### src/rtl/core/dq_pkg.sv
// ----------------------------------------------------------------------------
// dq_pkg
// Shared types and codes of the double-ended queue: request and response
// layouts, operation and status codes, and the cell commands.
// ----------------------------------------------------------------------------
package dq_pkg;

  localparam int WORD_W  = 32;
  localparam int COUNT_W = 5;

  typedef enum logic [1:0] {
    OP_PUSH_FRONT = 2'd0,
    OP_PUSH_BACK  = 2'd1,
    OP_POP_FRONT  = 2'd2,
    OP_POP_BACK   = 2'd3
  } op_t;

  typedef enum logic [1:0] {
    ST_DONE      = 2'd0,
    ST_POP_EMPTY = 2'd1,
    ST_PUSH_FULL = 2'd2,
    ST_RSVD      = 2'd3
  } status_t;

  typedef enum logic [1:0] {
    CMD_HOLD       = 2'd0,
    CMD_SHIFT_UP   = 2'd1,
    CMD_SHIFT_DOWN = 2'd2,
    CMD_LOAD_AT    = 2'd3
  } cell_cmd_t;

  typedef struct packed {
    op_t                       operation;
    logic signed [WORD_W-1:0]  value;
  } req_t;

  typedef struct packed {
    logic signed [WORD_W-1:0]  front_value;
    logic signed [WORD_W-1:0]  back_value;
    logic [COUNT_W-1:0]        count;
    logic                      is_empty;
    status_t                   status;
  } rsp_t;

endpackage

### src/rtl/core/dq_cell.sv
// ----------------------------------------------------------------------------
// dq_cell
// One storage cell of the deque chain. Shifts toward either neighbor, loads
// the request word at its own position, and drives its word onto the back
// readout tap when it holds the tail.
// ----------------------------------------------------------------------------
module dq_cell
  import dq_pkg::*;
#(
  parameter int DW  = 32,
  parameter int AW  = 4,
  parameter int IDX = 0
) (
  input  logic          clk,
  input  cell_cmd_t     cmd,
  input  logic [AW-1:0] load_idx,
  input  logic [DW-1:0] word,
  input  logic [DW-1:0] prev_data,
  input  logic [DW-1:0] next_data,
  input  logic [AW-1:0] tail_idx,
  input  logic          occupied,
  output logic [DW-1:0] data,
  output logic [DW-1:0] tap
);

  always_ff @(posedge clk) begin
    case (cmd)
      CMD_SHIFT_UP: begin
        data <= prev_data;
      end
      CMD_SHIFT_DOWN: begin
        data <= next_data;
      end
      CMD_LOAD_AT: begin
        if (load_idx == AW'(IDX)) begin
          data <= word;
        end
      end
      default: begin
        data <= data;
      end
    endcase
  end

  assign tap = (occupied && (tail_idx == AW'(IDX))) ? data : '0;

endmodule

### src/rtl/core/dq_or_tree.sv
// ----------------------------------------------------------------------------
// dq_or_tree
// Registered OR reduction of the cell taps. At most one tap is nonzero at a
// time, so the root carries the tail word, registered once per tree level.
// ----------------------------------------------------------------------------
module dq_or_tree
  import dq_pkg::*;
#(
  parameter int DW     = 32,
  parameter int LEAVES = 16
) (
  input  logic          clk,
  input  logic [DW-1:0] leaf [LEAVES],
  output logic [DW-1:0] root
);

  localparam int NODES = LEAVES - 1;

  logic [DW-1:0] node [NODES];

  for (genvar n = 0; n < NODES; n++) begin : g_node
    localparam int CL = 2 * n + 1;
    localparam int CR = 2 * n + 2;
    logic [DW-1:0] lhs;
    logic [DW-1:0] rhs;

    if (CL >= NODES) begin : g_l_leaf
      assign lhs = leaf[CL-NODES];
    end else begin : g_l_node
      assign lhs = node[CL];
    end

    if (CR >= NODES) begin : g_r_leaf
      assign rhs = leaf[CR-NODES];
    end else begin : g_r_node
      assign rhs = node[CR];
    end

    always_ff @(posedge clk) begin
      node[n] <= lhs | rhs;
    end
  end

  assign root = node[0];

endmodule

### src/rtl/core/double_ended_queue_unit.sv
// ----------------------------------------------------------------------------
// double_ended_queue_unit
// Takes a new request only after the response to the previous one is loaded;
// the wait is set by the registered OR tree that reads the tail word out of
// the cell chain, and by a stalled response.
// Reset clears the count and control; cell contents stay undefined.
// ----------------------------------------------------------------------------
module double_ended_queue_unit
  import dq_pkg::*;
#(
  parameter int DEPTH      = 16,
  parameter int DATA_WIDTH = 32
) (
  input  logic clk,
  input  logic rst,
  input  logic req_valid,
  output logic req_ready,
  input  req_t req_data,
  output logic rsp_valid,
  input  logic rsp_ready,
  output rsp_t rsp_data
);

  localparam int AW     = (DEPTH > 1) ? $clog2(DEPTH) : 1;
  localparam int CW     = $clog2(DEPTH + 1);
  localparam int LEAVES = 1 << $clog2(DEPTH);
  localparam int LVL    = $clog2(LEAVES);
  localparam int LVL_W  = $clog2(LVL + 1);

  typedef enum logic [1:0] {
    S_IDLE  = 2'b01,
    S_DRAIN = 2'b10
  } state_t;

  state_t              state;
  state_t              state_next;
  logic [LVL_W-1:0]    wait_cnt;
  logic [CW-1:0]       count;
  logic [CW-1:0]       count_next;
  logic [AW-1:0]       tail_idx;
  logic                occupied;
  status_t             status;
  status_t             status_next;

  cell_cmd_t           cmd;
  logic [DATA_WIDTH-1:0] word;
  logic [DATA_WIDTH-1:0] cdata [DEPTH];
  logic [DATA_WIDTH-1:0] leaf  [LEAVES];
  logic [DATA_WIDTH-1:0] back_word;

  logic                accept;
  logic                full;
  logic                load_rsp;

  assign req_ready = (state == S_IDLE);
  assign accept    = req_valid && req_ready;
  assign full      = (count == CW'(DEPTH));
  assign word      = DATA_WIDTH'($unsigned(req_data.value));
  assign load_rsp  = (state == S_DRAIN) && (wait_cnt == '0) && (!rsp_valid || rsp_ready);

  always_comb begin
    cmd         = CMD_HOLD;
    count_next  = count;
    status_next = ST_DONE;
    case (req_data.operation)
      OP_PUSH_FRONT, OP_PUSH_BACK: begin
        if (full) begin
          status_next = ST_PUSH_FULL;
        end else begin
          if (req_data.operation == OP_PUSH_FRONT) begin
            cmd = CMD_SHIFT_UP;
          end else begin
            cmd = CMD_LOAD_AT;
          end
          count_next = count + CW'(1);
        end
      end
      OP_POP_FRONT, OP_POP_BACK: begin
        if (count == '0) begin
          status_next = ST_POP_EMPTY;
        end else begin
          if (req_data.operation == OP_POP_FRONT) begin
            cmd = CMD_SHIFT_DOWN;
          end else begin
            cmd = CMD_HOLD;
          end
          count_next = count - CW'(1);
        end
      end
      default: begin
        cmd = CMD_HOLD;
      end
    endcase
    if (!accept) begin
      cmd = CMD_HOLD;
    end
  end

  for (genvar i = 0; i < LEAVES; i++) begin : g_cell
    if (i < DEPTH) begin : g_live
      logic [DATA_WIDTH-1:0] prev_d;
      logic [DATA_WIDTH-1:0] next_d;

      if (i == 0) begin : g_head
        assign prev_d = word;
      end else begin : g_mid_p
        assign prev_d = cdata[i-1];
      end

      if (i == DEPTH - 1) begin : g_tail
        assign next_d = '0;
      end else begin : g_mid_n
        assign next_d = cdata[i+1];
      end

      dq_cell #(
        .DW  (DATA_WIDTH),
        .AW  (AW),
        .IDX (i)
      ) u_cell (
        .clk       (clk),
        .cmd       (cmd),
        .load_idx  (AW'(count)),
        .word      (word),
        .prev_data (prev_d),
        .next_data (next_d),
        .tail_idx  (tail_idx),
        .occupied  (occupied),
        .data      (cdata[i]),
        .tap       (leaf[i])
      );
    end else begin : g_pad
      assign leaf[i] = '0;
    end
  end

  dq_or_tree #(
    .DW     (DATA_WIDTH),
    .LEAVES (LEAVES)
  ) u_tree (
    .clk  (clk),
    .leaf (leaf),
    .root (back_word)
  );

  always_comb begin
    state_next = state;
    case (state)
      S_IDLE: begin
        if (accept) begin
          state_next = S_DRAIN;
        end
      end
      S_DRAIN: begin
        if (load_rsp) begin
          state_next = S_IDLE;
        end
      end
      default: begin
        state_next = S_IDLE;
      end
    endcase
  end

  always_ff @(posedge clk) begin
    if (rst) begin
      state     <= S_IDLE;
      wait_cnt  <= '0;
      count     <= '0;
      occupied  <= 1'b0;
      rsp_valid <= 1'b0;
    end else begin
      state <= state_next;
      if (accept) begin
        wait_cnt <= LVL_W'(LVL);
        count    <= count_next;
        occupied <= (count_next != '0);
      end else if (wait_cnt != '0) begin
        wait_cnt <= wait_cnt - LVL_W'(1);
      end
      if (load_rsp) begin
        rsp_valid <= 1'b1;
      end else if (rsp_ready) begin
        rsp_valid <= 1'b0;
      end
    end
  end

  always_ff @(posedge clk) begin
    if (accept) begin
      tail_idx <= AW'(count_next - CW'(1));
      status   <= status_next;
    end
    if (load_rsp) begin
      rsp_data.front_value <= occupied ? WORD_W'($unsigned(cdata[0])) : '0;
      rsp_data.back_value  <= WORD_W'($unsigned(back_word));
      rsp_data.count       <= COUNT_W'(count);
      rsp_data.is_empty    <= !occupied;
      rsp_data.status      <= status;
    end
  end

endmodule

### config.mk
export PLATFORM = sky130hd
export DESIGN_NAME = double_ended_queue_unit
export DESIGN_NICKNAME = d
export VERILOG_FILES = /design/src/rtl/core/dq_pkg.sv /design/src/rtl/core/dq_cell.sv /design/src/rtl/core/dq_or_tree.sv /design/src/rtl/core/double_ended_queue_unit.sv
export SDC_FILE = /design/constraint.sdc
export NUM_CORES = 1
export LEC_CHECK = 0
export ABC_AREA = 0
export BUFFER_PORTS_ARGS = -buffer_cell sky130_fd_sc_hd__buf_2
export CAP_MARGIN = 20
export CORE_ASPECT_RATIO = 0.9
export CORE_MARGIN = 2
export CORE_UTILIZATION = 57
export CTS_CLUSTER_DIAMETER = 200
export DETAILED_ROUTE_END_ITERATION = 10
export PLACE_DENSITY = 0.82
export SYNTH_ARGS = -nofsm -noshare
export SYNTH_HDL_FRONTEND = slang
export SYNTH_HIERARCHICAL = 1
export SYNTH_SLANG_ARGS = --single-unit
### constraint.sdc
create_clock -name clk -period 6.4 [get_ports clk]
set_input_delay 0.64 -clock clk [delete_from_list [all_inputs] [get_ports clk]]
set_output_delay 0.64 -clock clk [all_outputs]
set_load 0.03 [all_outputs]
==> results.cfg <==
[floorplan]
std_cell_core_area_um2 = 84700
placement_rows = 101
die_width_um = 313
ios = 112
effective_utilization_at_floorplan = 0.578
area_enclosed_by_the_die_boundary_um2 = 88200
overall_die_height_um = 282

[finish]
drive_above_1_share = 0.277
syn2layout_area_growth_pct = 9.33
final_net_count = 4235
postLayoutCellArea_um2 = 53500

[clock_network]
tritoncts = built
cts-hold-fix-buffers = 0
cts.sinks = 1082
post-cts-setup-buffers = 0
cts_repair_resize_count = 0
ctsRootBufferMaster = sky130_fd_sc_hd__clkbuf_16
cts-root-to-sink-buffers = 3
worst_setup_hold_path_clk_slew_ps = 60
cts-buffers-inserted = 104
clkLatencyLatePin_ps = 700
cts.htree.levels = 3

[synth]
syn-instance-count = 4110
synth-main-ff-cell = sky130_fd_sc_hd__edfxtp_1
synth_cell_types = 61
synth_edf_count = 590
warning_count_from_the_yosys_run = 6
ys_top_cells_by_count = 590 x sky130_fd_sc_hd__edfxtp_1, 517 x sky130_fd_sc_hd__inv_1, 513 x sky130_fd_sc_hd__a21o_1, 512 x sky130_fd_sc_hd__a22o_1, 492 x sky130_fd_sc_hd__dfxtp_1
synth.ff_latch_count = 1082
synthesis.area_um2 = 48900
ys_seq_area_frac = 0.564
synth_top_area_share = 0.362
synth.largest_area_cell = sky130_fd_sc_hd__edfxtp_1
syn-mean-instance-area_um2 = 11.9
yosys-top-cells-area = sky130_fd_sc_hd__edfxtp_1 36%, sky130_fd_sc_hd__dfxtp_1 20%, sky130_fd_sc_hd__a22o_1 9.2%
post-synth-top-count-cell = sky130_fd_sc_hd__edfxtp_1
async_flop_share = 0

[routing]
post-route-drc-count = 0
via_count = 33000
ant_nets = 0
firstDrtPassIters = 5
drt-wirelength-per-cell_um = 23.4
drt_iter0_markers = 3986
routed_via_density = 6.13
postRouteWirelength_mm = 126

[place]
dp_hpwl_mm = 87.0
placed_cell_area_um2 = 49600
port-buffer-count = 111
routabilityCongestion = 0.896
detailedPlace.worstSlack_ps = 2080

[sta]
setup_slack_ps = 2230
slew_headroom = 0.251
final-setup-viol-count = 0
post-route-period-util = 0.651
achievable-frequency_ghz = 0.240
clock_skew_ps = 26.5
rsz0062_at_grt = false
layout_min_cycle_time_ps = 4170
worst_hold_slack_ps = 254
tns_ps = 0
report.final.slew_viol_count = 0
hold_violations_final = 0
tightest_slew_ps = 1120

[grt]
track_usage = 0.280
grt_pass1_wl_mm = 190
first_global_vias = 31200
overflow = 0
number_of_antenna_violations_at_the_first_check_in_global_routing = 9
grt_max_degree = 70

[pwr]
p_total_mw = 17.4
power_density_nw_per_um2 = 326
static-leakage-power_nw = 25.0
ir_drop_v = 0.000212

[critical_path]
worst_ep_arrival_time_ps = 4480
critPathCaptureType = register
critical_path.max_stage_delay_ps = 590
path_class = reg2reg
worst-endpoint-required_ps = 6720
crit_path_top_delay_cell = sky130_fd_sc_hd__a21oi_2
path_cells = buf_4 -> inv_1 -> ha_1 -> nor3b_2 -> nand2_1 -> nand3b_1 -> a21oi_2 -> buf_4 -> ha_1 -> buf_4 -> nand4bb_1 -> o22ai_2 -> buf_4
cp_common_cell = sky130_fd_sc_hd__buf_4
critPathMaxFanout = 35
timing.critical_path.from_type = register

[run_status]
status = completed

[hold_path]
worstHoldPathType = in2reg

[job]
max-cap-violations = 0
[final timing paths]
| check | start | cells after the start | end | slack [ps] |
|---|---|---|---|---|
| setup / recovery | count[0] | 13 | g_cell[2].g_live.u_cell/data[21] | 2230 |
| hold / removal | rsp_ready | 3 | rsp_valid | 250 |
| setup reg to reg | count[0] | 13 | g_cell[2].g_live.u_cell/data[21] | 2230 |
| hold reg to reg | u_tree/node[1][97] | 1 | u_tree/node[0][161] | 400 |
[cells in the final DEF (no fill, tap or decap), types with 6 or more instances in the layout]
cell / synthesis / routed
sky130_fd_sc_hd__a21o_1: 513 / 513
sky130_fd_sc_hd__a21oi_1: 7 / 6
sky130_fd_sc_hd__a22o_1: 512 / 512
sky130_fd_sc_hd__and2_1: 33 / 33
sky130_fd_sc_hd__and3_1: 30 / 30
sky130_fd_sc_hd__buf_16: 0 / 12
sky130_fd_sc_hd__buf_2: 51 / 111
sky130_fd_sc_hd__buf_4: 42 / 77
sky130_fd_sc_hd__clkbuf_1: 70 / 22
sky130_fd_sc_hd__clkbuf_16: 0 / 118
sky130_fd_sc_hd__clkbuf_8: 0 / 13
sky130_fd_sc_hd__clkinv_2: 0 / 18
sky130_fd_sc_hd__conb_1: 1 / 32
sky130_fd_sc_hd__dfxtp_1: 492 / 491
sky130_fd_sc_hd__edfxtp_1: 590 / 590
sky130_fd_sc_hd__ha_1: 37 / 37
sky130_fd_sc_hd__inv_1: 517 / 517
sky130_fd_sc_hd__inv_4: 0 / 12
sky130_fd_sc_hd__mux2i_4: 1 / 6
sky130_fd_sc_hd__nand2_1: 7 / 7
sky130_fd_sc_hd__nand4b_1: 6 / 6
sky130_fd_sc_hd__nor2_1: 16 / 12
sky130_fd_sc_hd__nor2_4: 11 / 12
sky130_fd_sc_hd__nor3_1: 229 / 229
sky130_fd_sc_hd__nor3_2: 242 / 242
sky130_fd_sc_hd__nor3_4: 12 / 12
sky130_fd_sc_hd__o2bb2ai_2: 0 / 6
sky130_fd_sc_hd__or2_2: 480 / 480
[critical path, delay by kind of cell (launching register included)]
kind,cells,cell delay (ps)
AO/OA/AOI/OAI,2,730
adder cells (fa/ha/maj),2,440
buffers and inverters,5,1670
flip-flops,1,310
AND/OR/NAND/NOR,4,610
[cell families (layout without fill, tap and decap cells)]
group / count (synthesis) / count (layout) / synth area share
simple gates: 1115 / 1115 / 0.162
mux: 10 / 10 / 0.00233
xor+xnor: 6 / 6 / 0.00107
buf+inv: 808 / 919 / 0.0868
flops: 1082 / 1082 / 0.564
other cells: 1 / 33 / 0.0000767
compound gates: 1051 / 1051 / 0.174
fa+ha+maj: 37 / 37 / 0.00946
[cell type report]
type                    count  area, µm²
fillers                  6449      31200
clock inverters            42        384
well taps                1133       1420
repair buffers            203       1510
flip-flops and latches   1082      27600
inverters                 518       1940
diodes                      1       2.50
clock buffers             156       3240
multi-input cells        2251      17400
[per-layer routing]
| layer | vias to the layer above | GRT usage | wire [µm] | share of wire |
|---|---|---|---|---|
| met4 | 4 | 0.0866 | 3700 | 0.029 |
| met1 | 16100 | 0.413 | 52400 | 0.42 |
| li1 | 14600 | - | - | - |
| met3 | 277 | 0.0516 | 15500 | 0.12 |
| met5 | - | 0 | 26 | 0.00021 |
| met2 | 2105 | 0.420 | 54600 | 0.43 |
[power breakdown]
part           switching (mW)  total [mW]  internal [mW]
Clock                    2.71        6.40           3.69
Sequential              0.575        8.78           8.21
Combinational            1.37        2.25          0.881
[registers in the layout, summed over array words and instances, names as in the netlist]
signal                     cells
count                          5
g_cell.g_live.u_cell/data    512
occupied                       1
rsp_data                      72
rsp_valid                      1
state                          2
status                         2
tail_idx                       4
u_tree/node                  480
wait_cnt                       3
[through the flow]
stage | std cells | util
final | 5386 | 0.632
after global routing | 5386 | 0.632
after CTS | 5373 | 0.628
after detailed placement | 5175 | 0.585
after global placement | 5172 | 0.584
after floorplan | 4141 | -
Note: power is estimated with default switching activity, not from simulation.
